[src/hdl/cff_pkg.sv]
// Package for the calorimeter fiducial filter: shared types, codes and constant tables.
// Used by cff_ctrl, cff_datapath and calorimeter_fiducial_filter; depends on nothing.
`default_nettype none
package cff_pkg;

   localparam int NUM_LAYERS_DEF  = 3;
   localparam int NUM_SECTORS_DEF = 6;
   localparam int MAX_LAYERS      = 3;

   localparam int REQ_DATA_W = 72;
   localparam int RSP_DATA_W = 8;
   localparam int CSR_DATA_W = 2;

   // Register indexes of the configuration port.
   localparam logic CSR_EXCL_MODE = 1'b0;
   localparam logic CSR_EDGE_EN   = 1'b1;

   typedef enum logic [2:0] {
      CAUSE_NONE     = 3'd0,
      CAUSE_MISSING  = 3'd1,
      CAUSE_LOW_VW   = 3'd2,
      CAUSE_EXCLUDED = 3'd3,
      CAUSE_EDGE     = 3'd4
   } cause_type;

   typedef enum logic [2:0] {
      ST_IDLE = 3'b001,
      ST_CALC = 3'b010,
      ST_DONE = 3'b100
   } state_type;

   localparam logic [3:0] LAST_STEP = 4'd11;

   typedef struct packed {
      logic       load;
      logic       calc;
      logic [3:0] step;
      logic       commit;
   } cmd_type;

   typedef struct packed {
      logic need_edge;
      logic item_end;
      logic slot_free;
   } status_type;

   localparam logic [12:0] LOW_VW_LIMIT = 13'd144;

   typedef struct packed {
      logic [3:0]  modes;
      logic [1:0]  layer;
      logic [2:0]  sector;
      logic [1:0]  coord;
      logic [12:0] lo;
      logic [12:0] hi;
   } excl_type;

   localparam int EXCL_COUNT = 18;
   localparam excl_type EXCL_TABLE [EXCL_COUNT] = '{
      '{4'h6, 2'd0, 3'd1, 2'd2, 13'd1152, 13'd1512},
      '{4'h6, 2'd0, 3'd1, 2'd2, 13'd3528, 13'd3744},
      '{4'h6, 2'd0, 3'd2, 2'd1, 13'd1584, 13'd1872},
      '{4'h4, 2'd0, 3'd2, 2'd1, 13'd504,  13'd792},
      '{4'h6, 2'd0, 3'd3, 2'd2, 13'd5544, 13'd6048},
      '{4'h6, 2'd0, 3'd4, 2'd2, 13'd0,    13'd216},
      '{4'h6, 2'd0, 3'd4, 2'd1, 13'd3672, 13'd3888},
      '{4'h6, 2'd0, 3'd6, 2'd2, 13'd2664, 13'd3096},
      '{4'h6, 2'd1, 3'd1, 2'd1, 13'd1080, 13'd1512},
      '{4'h6, 2'd1, 3'd5, 2'd1, 13'd0,    13'd376},
      '{4'h6, 2'd2, 3'd1, 2'd1, 13'd0,    13'd648},
      '{4'h6, 2'd2, 3'd5, 2'd0, 13'd3096, 13'd3456},
      '{4'h8, 2'd0, 3'd1, 2'd2, 13'd1152, 13'd1512},
      '{4'h8, 2'd0, 3'd1, 2'd2, 13'd3312, 13'd3744},
      '{4'h8, 2'd0, 3'd2, 2'd1, 13'd1584, 13'd1800},
      '{4'h8, 2'd0, 3'd3, 2'd1, 13'd5544, 13'd6120},
      '{4'h8, 2'd0, 3'd4, 2'd1, 13'd3672, 13'd3888},
      '{4'h8, 2'd0, 3'd6, 2'd2, 13'd2736, 13'd3096}
   };

   // Rotation into the sector-1 frame, cos and sin scaled by 2^14.
   localparam logic signed [15:0] ROT_COS [6] = '{16'sd16384, 16'sd8192, -16'sd8192,
                                                  -16'sd16384, -16'sd8192, 16'sd8192};
   localparam logic signed [15:0] ROT_SIN [6] = '{16'sd0, -16'sd14189, -16'sd14189,
                                                  16'sd0, 16'sd14189, 16'sd14189};
   localparam logic [6:0] P_SPLIT [6] = '{7'd87, 7'd82, 7'd85, 7'd77, 7'd78, 7'd82};
   localparam logic [19:0] T_LEFT  [6] = '{20'd587356, 20'd628204, 20'd622296,
                                           20'd537756, 20'd582888, 20'd545822};
   localparam logic [19:0] T_RIGHT [6] = '{20'd587477, 20'd512589, 20'd592357,
                                           20'd562415, 20'd608219, 20'd498914};
   localparam logic [19:0] R_LEFT  [6] = '{20'd649348, 20'd647541, 20'd678320,
                                           20'd559324, 20'd559225, 20'd600997};
   localparam logic [19:0] R_RIGHT [6] = '{20'd654240, 20'd546992, 20'd636628,
                                           20'd578931, 20'd565367, 20'd564641};
   localparam logic signed [20:0] S_LEFT  [6] = '{21'sd582053, 21'sd544976, 21'sd549788,
                                                  21'sd568990, 21'sd564140, 21'sd573430};
   localparam logic signed [20:0] S_RIGHT [6] = '{-21'sd591876, -21'sd562926, -21'sd562246,
                                                  -21'sd563726, -21'sd568902, -21'sd550729};
   localparam logic signed [20:0] Q_LEFT  [6] = '{21'sd745578, 21'sd606081, 21'sd729202,
                                                  21'sd627239, 21'sd503674, 21'sd717899};
   localparam logic signed [20:0] Q_RIGHT [6] = '{-21'sd775022, -21'sd633863, -21'sd678901,
                                                  -21'sd612458, -21'sd455319, -21'sd692481};

   // The line test y*1e10 < s*(x*1e4 - t*2^18) is divided through by 16.
   localparam logic signed [31:0] LHS_K = 32'sd625000000;
   localparam logic signed [31:0] D_K   = 32'sd625;

endpackage
`default_nettype wire

[src/hdl/cff_ctrl.sv]
// Sequencer of the calorimeter fiducial filter: accepts words, steps the edge arithmetic.
// Depends on cff_pkg; drives cff_datapath through cff_pkg::cmd_type.
`default_nettype none
module cff_ctrl (
   input  wire                 clock,
   input  wire                 reset,
   input  wire                 req_tvalid,
   output logic                req_tready,
   input  cff_pkg::status_type status,
   output cff_pkg::cmd_type    cmd
);

   cff_pkg::state_type state_ff, state_in;
   logic [3:0]         step_ff, step_in;
   logic               accept;

   assign req_tready = (state_ff == cff_pkg::ST_IDLE);
   assign accept     = req_tvalid && req_tready;

   always_comb begin
      state_in   = state_ff;
      step_in    = step_ff;
      cmd.load   = accept;
      cmd.calc   = (state_ff == cff_pkg::ST_CALC);
      cmd.step   = step_ff;
      cmd.commit = 1'b0;
      case (state_ff)
         cff_pkg::ST_IDLE: begin
            step_in = 4'd0;
            if (accept) begin
               state_in = status.need_edge ? cff_pkg::ST_CALC : cff_pkg::ST_DONE;
            end
         end
         cff_pkg::ST_CALC: begin
            step_in = step_ff + 4'd1;
            if (step_ff == cff_pkg::LAST_STEP) begin
               state_in = cff_pkg::ST_DONE;
            end
         end
         cff_pkg::ST_DONE: begin
            // A result waits here until the output register can take it.
            if (!status.item_end || status.slot_free) begin
               cmd.commit = 1'b1;
               state_in   = cff_pkg::ST_IDLE;
            end
         end
         default: begin
            state_in = cff_pkg::ST_IDLE;
         end
      endcase
   end

   always_ff @(posedge clock) begin
      if (reset) begin
         state_ff <= cff_pkg::ST_IDLE;
         step_ff  <= 4'd0;
      end else begin
         state_ff <= state_in;
         step_ff  <= step_in;
      end
   end

   a_step_range: assert property (@(posedge clock) disable iff (reset)
      state_ff == cff_pkg::ST_CALC |-> step_ff <= cff_pkg::LAST_STEP)
      else $error("edge step counter ran past its last step");
   a_edge_start: assert property (@(posedge clock) disable iff (reset)
      accept && status.need_edge |=> state_ff == cff_pkg::ST_CALC && step_ff == 4'd0)
      else $error("inner hit did not start the edge sequence");
   a_hold_result: assert property (@(posedge clock) disable iff (reset)
      state_ff == cff_pkg::ST_DONE && status.item_end && !status.slot_free
      |=> state_ff == cff_pkg::ST_DONE)
      else $error("result committed while output register was full");

endmodule
`default_nettype wire

[src/hdl/cff_datapath.sv]
// Datapath of the calorimeter fiducial filter: item registers, shared multiplier,
// exclusion logic, particle state, configuration and output register. Depends on cff_pkg.
`default_nettype none
module cff_datapath #(
   parameter int NUM_LAYERS  = cff_pkg::NUM_LAYERS_DEF,
   parameter int NUM_SECTORS = cff_pkg::NUM_SECTORS_DEF
) (
   input  wire                              clock,
   input  wire                              reset,
   input  wire  [cff_pkg::REQ_DATA_W-1:0]   req_tdata,
   input  wire  [1:0]                       req_tuser,
   input  wire                              req_tlast,
   output logic                             rsp_tvalid,
   input  wire                              rsp_tready,
   output logic [cff_pkg::RSP_DATA_W-1:0]   rsp_tdata,
   input  wire                              csr_we,
   input  wire                              csr_index,
   input  wire  [cff_pkg::CSR_DATA_W-1:0]   csr_wdata,
   input  cff_pkg::cmd_type                 cmd,
   output cff_pkg::status_type              status
);

   // Configuration.
   logic [1:0] mode_ff;
   logic       edge_en_ff;

   // Item registers.
   logic [1:0]         layer_ff;
   logic               present_ff, end_ff;
   logic [2:0]         sector_ff;
   logic [12:0]        u_ff, v_ff, w_ff;
   logic signed [13:0] x_ff, y_ff;

   // Particle state.
   logic            reject_ff, inner_seen_ff, edge_ok_ff;
   cff_pkg::cause_type cause_ff;
   logic [2:0]      inner_sector_ff;
   logic [1:0]      upper_seen_ff;

   // Edge arithmetic.
   logic signed [65:0] acc_ff, acc_in, lhs_ff, lhs_in;
   logic signed [29:0] xr_ff, xr_in, yr_ff, yr_in;
   logic signed [41:0] d_ff, d_in;
   logic               gt_ff, gt_in, lt_ff, lt_in, flag_ff, flag_in, edge_res_ff, edge_res_in;
   logic signed [31:0] mul_a, mul_b;
   logic signed [63:0] prod;
   logic signed [65:0] prod_x;
   logic signed [63:0] t1_x, t2_x;
   logic signed [31:0] coef1, coef2, d_hi, d_lo, x_x, y_x, xr_x, yr_x, cos_x, sin_x;
   logic signed [25:0] split;
   logic               sec_ok;
   logic [2:0]         k;

   // Output register.
   logic                           rsp_valid_ff;
   logic [cff_pkg::RSP_DATA_W-1:0] rsp_data_ff;

   assign status.need_edge = (req_tuser == 2'd0) && req_tdata[0];
   assign status.item_end  = end_ff;
   assign status.slot_free = !rsp_valid_ff || rsp_tready;
   assign rsp_tvalid       = rsp_valid_ff;
   assign rsp_tdata        = rsp_data_ff;

   always_ff @(posedge clock) begin
      if (reset) begin
         mode_ff    <= 2'd0;
         edge_en_ff <= 1'b0;
      end else if (csr_we) begin
         if (csr_index == cff_pkg::CSR_EXCL_MODE) begin
            mode_ff <= csr_wdata[1:0];
         end else begin
            edge_en_ff <= csr_wdata[0];
         end
      end
   end

   always_ff @(posedge clock) begin
      if (cmd.load) begin
         present_ff <= req_tdata[0];
         sector_ff  <= req_tdata[3:1];
         u_ff       <= req_tdata[16:4];
         v_ff       <= req_tdata[29:17];
         w_ff       <= req_tdata[42:30];
         x_ff       <= req_tdata[56:43];
         y_ff       <= req_tdata[70:57];
         layer_ff   <= req_tuser;
         end_ff     <= req_tlast;
      end
   end

   // Sectors outside the table use entry 0 and fail the test at the end.
   assign sec_ok = (sector_ff >= 3'd1) && (sector_ff <= 3'(NUM_SECTORS));
   assign k      = sec_ok ? sector_ff - 3'd1 : 3'd0;

   assign x_x   = 32'(x_ff);
   assign y_x   = 32'(y_ff);
   assign xr_x  = 32'(xr_ff);
   assign yr_x  = 32'(yr_ff);
   assign cos_x = 32'(cff_pkg::ROT_COS[k]);
   assign sin_x = 32'(cff_pkg::ROT_SIN[k]);
   assign split = $signed({1'b0, cff_pkg::P_SPLIT[k], 18'd0});
   assign coef1 = gt_ff ? 32'(cff_pkg::S_LEFT[k])  : 32'(cff_pkg::Q_LEFT[k]);
   assign coef2 = gt_ff ? 32'(cff_pkg::S_RIGHT[k]) : 32'(cff_pkg::Q_RIGHT[k]);
   assign t1_x  = $signed({30'd0, (gt_ff ? cff_pkg::T_LEFT[k]  : cff_pkg::R_LEFT[k]),  14'd0});
   assign t2_x  = $signed({30'd0, (gt_ff ? cff_pkg::T_RIGHT[k] : cff_pkg::R_RIGHT[k]), 14'd0});
   // The offset term is split into a signed high part and an unsigned low part.
   assign d_hi  = 32'($signed(d_ff[41:20]));
   assign d_lo  = $signed({12'd0, d_ff[19:0]});

   assign prod   = mul_a * mul_b;
   assign prod_x = 66'(prod);

   always_comb begin
      mul_a       = 32'sd0;
      mul_b       = 32'sd0;
      acc_in      = acc_ff;
      lhs_in      = lhs_ff;
      xr_in       = xr_ff;
      yr_in       = yr_ff;
      d_in        = d_ff;
      gt_in       = gt_ff;
      lt_in       = lt_ff;
      flag_in     = flag_ff;
      edge_res_in = edge_res_ff;
      case (cmd.step)
         4'd0: begin
            mul_a  = x_x;
            mul_b  = cos_x;
            acc_in = prod_x;
         end
         4'd1: begin
            mul_a = y_x;
            mul_b = sin_x;
            xr_in = 30'(acc_ff - prod_x);
         end
         4'd2: begin
            mul_a  = x_x;
            mul_b  = sin_x;
            acc_in = prod_x;
         end
         4'd3: begin
            mul_a = y_x;
            mul_b = cos_x;
            yr_in = 30'(acc_ff + prod_x);
         end
         4'd4: begin
            mul_a  = yr_x;
            mul_b  = cff_pkg::LHS_K;
            lhs_in = prod_x;
            gt_in  = xr_ff > 30'(split);
            lt_in  = xr_ff < 30'(split);
         end
         4'd5: begin
            mul_a = xr_x;
            mul_b = cff_pkg::D_K;
            d_in  = 42'(prod - t1_x);
         end
         4'd6: begin
            mul_a  = coef1;
            mul_b  = d_hi;
            acc_in = prod_x <<< 20;
         end
         4'd7: begin
            mul_a  = coef1;
            mul_b  = d_lo;
            acc_in = acc_ff + prod_x;
         end
         4'd8: begin
            flag_in = lhs_ff < acc_ff;
            mul_a   = xr_x;
            mul_b   = cff_pkg::D_K;
            d_in    = 42'(prod - t2_x);
         end
         4'd9: begin
            mul_a  = coef2;
            mul_b  = d_hi;
            acc_in = prod_x <<< 20;
         end
         4'd10: begin
            mul_a  = coef2;
            mul_b  = d_lo;
            acc_in = acc_ff + prod_x;
         end
         4'd11: begin
            // A point exactly on the split line fails.
            edge_res_in = sec_ok && (gt_ff || lt_ff) && flag_ff && (lhs_ff > acc_ff);
         end
         default: begin
            edge_res_in = 1'b0;
         end
      endcase
   end

   always_ff @(posedge clock) begin
      if (cmd.calc) begin
         acc_ff      <= acc_in;
         lhs_ff      <= lhs_in;
         xr_ff       <= xr_in;
         yr_ff       <= yr_in;
         d_ff        <= d_in;
         gt_ff       <= gt_in;
         lt_ff       <= lt_in;
         flag_ff     <= flag_in;
         edge_res_ff <= edge_res_in;
      end
   end

   // Per-item update and decision, applied on commit.
   logic               valid_layer, inner_hit;
   logic               inner_seen_n, edge_ok_n, reject_n, excl_hit, miss_lower, miss_end;
   logic [2:0]         inner_sector_n, seen;
   logic [1:0]         upper_seen_n;
   cff_pkg::cause_type cause_n, item_cause;
   logic [12:0]        coord_val;
   logic               rsp_acc;
   cff_pkg::cause_type rsp_cause;

   always_comb begin
      valid_layer    = layer_ff < 2'(NUM_LAYERS);
      inner_hit      = valid_layer && present_ff && (layer_ff == 2'd0);
      inner_seen_n   = inner_seen_ff || inner_hit;
      inner_sector_n = inner_hit ? sector_ff : inner_sector_ff;
      edge_ok_n      = inner_hit ? edge_res_ff : edge_ok_ff;
      upper_seen_n   = upper_seen_ff;
      if (valid_layer && present_ff && layer_ff == 2'd1) begin
         upper_seen_n[0] = 1'b1;
      end
      if (valid_layer && present_ff && layer_ff == 2'd2) begin
         upper_seen_n[1] = 1'b1;
      end
      seen = {upper_seen_n, inner_seen_n};

      miss_lower = 1'b0;
      for (int j = 0; j < cff_pkg::MAX_LAYERS; j++) begin
         if (2'(j) < layer_ff && !seen[j]) begin
            miss_lower = 1'b1;
         end
      end

      excl_hit = 1'b0;
      for (int e = 0; e < cff_pkg::EXCL_COUNT; e++) begin
         case (cff_pkg::EXCL_TABLE[e].coord)
            2'd0:    coord_val = u_ff;
            2'd1:    coord_val = v_ff;
            default: coord_val = w_ff;
         endcase
         if (cff_pkg::EXCL_TABLE[e].modes[mode_ff] &&
             cff_pkg::EXCL_TABLE[e].layer == layer_ff &&
             cff_pkg::EXCL_TABLE[e].sector == inner_sector_n &&
             coord_val >= cff_pkg::EXCL_TABLE[e].lo &&
             coord_val <= cff_pkg::EXCL_TABLE[e].hi) begin
            excl_hit = 1'b1;
         end
      end

      // The first failing check of the item decides its cause.
      if (miss_lower || !present_ff) begin
         item_cause = cff_pkg::CAUSE_MISSING;
      end else if (layer_ff == 2'd0 &&
                   (v_ff < cff_pkg::LOW_VW_LIMIT || w_ff < cff_pkg::LOW_VW_LIMIT)) begin
         item_cause = cff_pkg::CAUSE_LOW_VW;
      end else if (excl_hit) begin
         item_cause = cff_pkg::CAUSE_EXCLUDED;
      end else begin
         item_cause = cff_pkg::CAUSE_NONE;
      end

      reject_n = reject_ff;
      cause_n  = cause_ff;
      if (valid_layer && mode_ff != 2'd0 && item_cause != cff_pkg::CAUSE_NONE && !reject_n) begin
         reject_n = 1'b1;
         cause_n  = item_cause;
      end

      miss_end = 1'b0;
      for (int j = 0; j < cff_pkg::MAX_LAYERS; j++) begin
         if (j < NUM_LAYERS && !seen[j]) begin
            miss_end = 1'b1;
         end
      end
      if (end_ff && mode_ff != 2'd0 && miss_end && !reject_n) begin
         reject_n = 1'b1;
         cause_n  = cff_pkg::CAUSE_MISSING;
      end

      if (reject_n) begin
         rsp_acc   = 1'b0;
         rsp_cause = cause_n;
      end else if (edge_en_ff && !inner_seen_n) begin
         rsp_acc   = 1'b0;
         rsp_cause = cff_pkg::CAUSE_MISSING;
      end else if (edge_en_ff && !edge_ok_n) begin
         rsp_acc   = 1'b0;
         rsp_cause = cff_pkg::CAUSE_EDGE;
      end else begin
         rsp_acc   = 1'b1;
         rsp_cause = cff_pkg::CAUSE_NONE;
      end
   end

   always_ff @(posedge clock) begin
      if (reset) begin
         reject_ff       <= 1'b0;
         cause_ff        <= cff_pkg::CAUSE_NONE;
         inner_sector_ff <= 3'd0;
         inner_seen_ff   <= 1'b0;
         edge_ok_ff      <= 1'b0;
         upper_seen_ff   <= 2'd0;
      end else if (cmd.commit) begin
         if (end_ff) begin
            reject_ff       <= 1'b0;
            cause_ff        <= cff_pkg::CAUSE_NONE;
            inner_sector_ff <= 3'd0;
            inner_seen_ff   <= 1'b0;
            edge_ok_ff      <= 1'b0;
            upper_seen_ff   <= 2'd0;
         end else begin
            reject_ff       <= reject_n;
            cause_ff        <= cause_n;
            inner_sector_ff <= inner_sector_n;
            inner_seen_ff   <= inner_seen_n;
            edge_ok_ff      <= edge_ok_n;
            upper_seen_ff   <= upper_seen_n;
         end
      end
   end

   always_ff @(posedge clock) begin
      if (reset) begin
         rsp_valid_ff <= 1'b0;
      end else if (cmd.commit && end_ff) begin
         rsp_valid_ff <= 1'b1;
      end else if (rsp_tready) begin
         rsp_valid_ff <= 1'b0;
      end
   end

   always_ff @(posedge clock) begin
      if (cmd.commit && end_ff) begin
         rsp_data_ff <= {4'd0, rsp_cause, rsp_acc};
      end
   end

endmodule
`default_nettype wire

[src/hdl/calorimeter_fiducial_filter.sv]
// Calorimeter fiducial filter. An item with an inner-layer hit runs the edge test between
// acceptance and commit, in twelve steps through one shared 32x32 multiplier; any other
// item goes straight to commit. One item is in work at a time: a new word is taken only
// once the previous one is committed; a result may wait in the output register meanwhile.
// Reset is synchronous and active high; it clears the sequencer, particle state and both
// configuration registers.
// Depends on cff_pkg, cff_ctrl and cff_datapath.
`default_nettype none
module calorimeter_fiducial_filter #(
   parameter int NUM_LAYERS  = cff_pkg::NUM_LAYERS_DEF,
   parameter int NUM_SECTORS = cff_pkg::NUM_SECTORS_DEF
) (
   input  wire                            clock,
   input  wire                            reset,
   input  wire                            req_tvalid,
   output logic                           req_tready,
   // layer_present[0], hit_sector[3:1], strip_u[16:4], strip_v[29:17], strip_w[42:30],
   // pos_x[56:43], pos_y[70:57]
   input  wire  [cff_pkg::REQ_DATA_W-1:0] req_tdata,
   // layer_index[1:0]
   input  wire  [1:0]                     req_tuser,
   // end_of_particle
   input  wire                            req_tlast,
   output logic                           rsp_tvalid,
   input  wire                            rsp_tready,
   // accepted[0], reject_cause[3:1]
   output logic [cff_pkg::RSP_DATA_W-1:0] rsp_tdata,
   input  wire                            csr_we,
   input  wire                            csr_index,
   input  wire  [cff_pkg::CSR_DATA_W-1:0] csr_wdata
);

   cff_pkg::cmd_type    cmd;
   cff_pkg::status_type status;

   cff_ctrl u_ctrl (
      .clock      (clock),
      .reset      (reset),
      .req_tvalid (req_tvalid),
      .req_tready (req_tready),
      .status     (status),
      .cmd        (cmd)
   );

   cff_datapath #(
      .NUM_LAYERS  (NUM_LAYERS),
      .NUM_SECTORS (NUM_SECTORS)
   ) u_datapath (
      .clock      (clock),
      .reset      (reset),
      .req_tdata  (req_tdata),
      .req_tuser  (req_tuser),
      .req_tlast  (req_tlast),
      .rsp_tvalid (rsp_tvalid),
      .rsp_tready (rsp_tready),
      .rsp_tdata  (rsp_tdata),
      .csr_we     (csr_we),
      .csr_index  (csr_index),
      .csr_wdata  (csr_wdata),
      .cmd        (cmd),
      .status     (status)
   );

endmodule
`default_nettype wire

[config.mk]
export PLATFORM = sky130hd
export DESIGN_NAME = calorimeter_fiducial_filter
export DESIGN_NICKNAME = d
export VERILOG_FILES = /design/src/hdl/cff_pkg.sv /design/src/hdl/cff_ctrl.sv /design/src/hdl/cff_datapath.sv /design/src/hdl/calorimeter_fiducial_filter.sv
export SDC_FILE = /design/constraint.sdc
export NUM_CORES = 2
export LEC_CHECK = 0
export ABC_AREA = 0
export BUFFER_PORTS_ARGS = -buffer_cell sky130_fd_sc_hd__buf_2
export CORE_MARGIN = 2
export CORE_UTILIZATION = 65
export DETAILED_ROUTE_END_ITERATION = 6
export PLACE_DENSITY = 0.93
export SLEW_MARGIN = 20
export SYNTH_ARGS = -nofsm -noshare
export SYNTH_HDL_FRONTEND = slang
export SYNTH_HIERARCHICAL = 1
export SYNTH_SLANG_ARGS = --single-unit
[constraint.sdc]
create_clock -name clock -period 15.76 [get_ports clock]
set_input_delay 1.576 -clock clock [delete_from_list [all_inputs] [get_ports clock]]
set_output_delay 1.576 -clock clock [all_outputs]
set_load 0.005 [all_outputs]
==> impl_metrics.csv <==
group,metric,value,unit
min_path,holdCritStartpoint,"u_datapath/cause_ff[2]",
clock_network,cts_resized,0,
clock_network,cts-htree-levels,2,
detailed_routing,wl_per_cell,24.5,um
synthesis,ys_seq_area_share,17.7,%
die,start_util,65.5,%
synthesis,netlist_area,55800,um2
synthesis,ys.flop_type,"edfxtp_1",
layout,syn2layout_area_growth,6.20,%
global_route,grt_max_degree,67,
global_route,met3_usage,12.9,%
place,port_buffers,87,
synthesis,netlist.top_cell.by_area,"fa_1",
synthesis,ys_ff_latch,336,
synthesis,yosysWarnings,6,
clock_network,clkLatencyLatePin,600,ps
synthesis,synth.distinct_cells,101,
global_route,grt_pass1_vias,47964,
global_route,met1_usage,50.0,%
worst_setup_path,crit_family,"adder cells",
synthesis,netlist_top_cells_area,"fa_1 37%, edfxtp_1 17%, ha_1 8.7%, inv_1 8.2%, nand2_1 4.1%",
global_route,grt_pass1_wl,270000,um
clock_network,cts.hold.buffers_added,0,
detailed_routing,wirelength,173000,um
worst_setup_path,end_kind,"flop",
timing,rsz0062_at_grt,"no",
place,hpwl,140000,um
detailed_routing,drt_iter0_drc,5905,
run,cap_violations,0,
die,rows,107,
synthesis,synth.avg_cell_area,9.48,um2
die,ios,93,
timing,clock.fmax,66.8,MHz
detailed_routing,firstDrtPassIters,7,
worst_setup_path,cp-startpoint,"u_datapath/sector_ff[0]",
global_route,grt-ovfl-total,0,
worst_setup_path,slowest_stage,"fa_1",
die,dieArea,88200,um2
timing,finalCriticalPeriod,14970,ps
timing,worst_pin_slew,1260,ps
worst_setup_path,crit_type,"reg -> reg",
clock_network,numClockSinks,336,
synthesis,synth_edf_count,314,
worst_setup_path,start_kind,"flop",
timing,finalSetupViolCount,0,
timing,slew_violations,0,
timing,fin_worst_skew,58.5,ps
worst_setup_path,path_buf_inv,9,
worst_setup_path,arrival,15420,ps
worst_setup_path,required,16210,ps
synthesis,synthCells,5886,
global_route,antenna_found_initial,5,
detailed_routing,post-route-drc-count,0,
timing,fin_crit_sh,95.0,%
detailed_routing,final_antenna_net_count,0,
place,routabilityCongestion,1.02,
synthesis,ys_async_sr_fraction,0,%
timing,tns,0,ps
die,coreArea,85100,um2
die,fp.dieW,297,um
global_route,grt_util_met2,60.1,%
timing,slew_headroom,15.9,%
clock_network,cts_buffers,37,
global_route,grt_usage,39.9,%
layout,nNetsFinal,7397,
worst_setup_path,path_max_fanout,14,
worst_setup_path,cp_slowest_stage_delay,930,ps
min_path,min_path_type,"reg -> reg",
clock_network,clk_pin_slew_worst_paths,60,ps
synthesis,synth_top_area_share,36.9,%
layout,drive_gt1_share,6.26,%
clock_network,cts.path.max_buffers,3,
global_route,top_usage_layer,"met2",
detailed_routing,vias_per_cell,6.45,
worst_setup_path,r2r-start,"u_datapath/sector_ff[0]",
clock_network,cts_setup_buffers,0,
clock_network,root_buffer,"clkbuf_16",
timing,hold_viol_final,0,
run_status,status,"finished clean",
clock_network,cts_tree,"done",
detailed_routing,vias,45636,
die,die_h,297,um
[kinds of logic after synthesis]
| family | synth area share [%] |
|---|---|
| buffers and inverters | 10.0 |
| DFF | 17.7 |
| adders and majority gates | 45.6 |
| xor gates and xnor gates | 2.82 |
| AOI/OAI and AO/OA | 11.6 |
| and+or+nand+nor | 11.8 |
| muxes | 0.509 |
| other | 0.00672 |
[sequential cells by signal, summed over array words and instances (netlist names), 3 cells and up]
name                        count
u_datapath/yr_ff               30
u_datapath/x_ff                14
u_datapath/v_ff                13
u_datapath/xr_ff               30
u_ctrl/step_ff                  4
u_datapath/acc_ff              66
u_datapath/coord_val           13
u_ctrl/state_ff                 3
u_datapath/d_ff                42
u_datapath/inner_sector_ff      3
u_datapath/cause_ff             3
u_datapath/y_ff                14
u_datapath/rsp_tdata            4
u_datapath/lhs_ff              64
u_datapath/sector_ff            3
u_datapath/u_ff                13
[cell type report]
type                    instances  area, um2
inverters                    1221       4590
clock buffers                  48        977
flip-flops and latches        336       9870
repair buffers                225       1470
well taps                    1144       1430
clock inverters                20        330
diodes                          3       7.51
fillers                      5978      25900
multi-input cells            4076      40600
[cell usage after synthesis, drive strengths merged, types with 28 or more instances]
cell type     n
xor2         52
o21ai       186
nor3         52
o21a         31
nand2b       40
xnor2       123
a221o        40
buf          36
nand4        51
inv        1218
edfxtp      314
and2         28
nand3        56
nor2        513
ha          390
fa         1027
nand2       602
clkbuf      220
nor2b        36
a21o        104
o211ai       28
o31ai        30
o21bai       29
a21oi       249
a221oi       36
[through the flow]
| stage | hold WS (ps) | instances | setup slack (ps) | area, um2 | utilization (%) |
|---|---|---|---|---|---|
| 2_1_floorplan | 429 | 5889 | 3450 | 55800 | - |
| 3_3_place_gp | 451 | 7002 | 1760 | 57900 | 68.0 |
| 3_5_place_dp | 459 | 7002 | 1350 | 57900 | 68.0 |
| 4_1_cts | 470 | 7070 | 1260 | 59200 | 69.6 |
| 5_1_grt | 490 | 7070 | 204 | 59200 | 69.6 |
| 6_report | 473 | 7073 | 787 | 59200 | 69.6 |
[metal layers]
metal,vias to the layer above,wire [um]
met4,6,13800
met5,-,34
met3,942,25400
met1,22242,58200
met2,3551,75800
li1,18895,-
[cells in the final DEF, fill, tap and decap left out, types with 28 or more instances in the layout]
cell / instances
ha_1: 390
nand4_1: 51
edfxtp_1: 314
a21oi_1: 246
nor3_1: 46
xor2_1: 51
a221o_1: 40
nand2b_1: 39
o21a_1: 30
clkbuf_16: 37
o211ai_1: 28
inv_1: 1215
nand2_1: 602
o31ai_1: 28
fa_1: 1026
o21bai_1: 29
nor2b_1: 35
nor2_1: 510
xnor2_1: 121
buf_4: 138
buf_2: 87
o21ai_0: 175
a21o_1: 104
nand3_1: 56
[final timing paths]
path | slack [ps] | depth (start not counted) | endpoint
setup / recovery | 790 | 45 | u_datapath/acc_ff[65]
hold / removal | 470 | 1 | u_datapath/cause_ff[2]
setup reg to reg | 790 | 45 | u_datapath/acc_ff[65]
hold reg to reg | 470 | 1 | u_datapath/cause_ff[2]
Power is left out: the tool's default activity adds up to more than one toggle a clock period on the data nets, which glitch-free logic cannot reach.
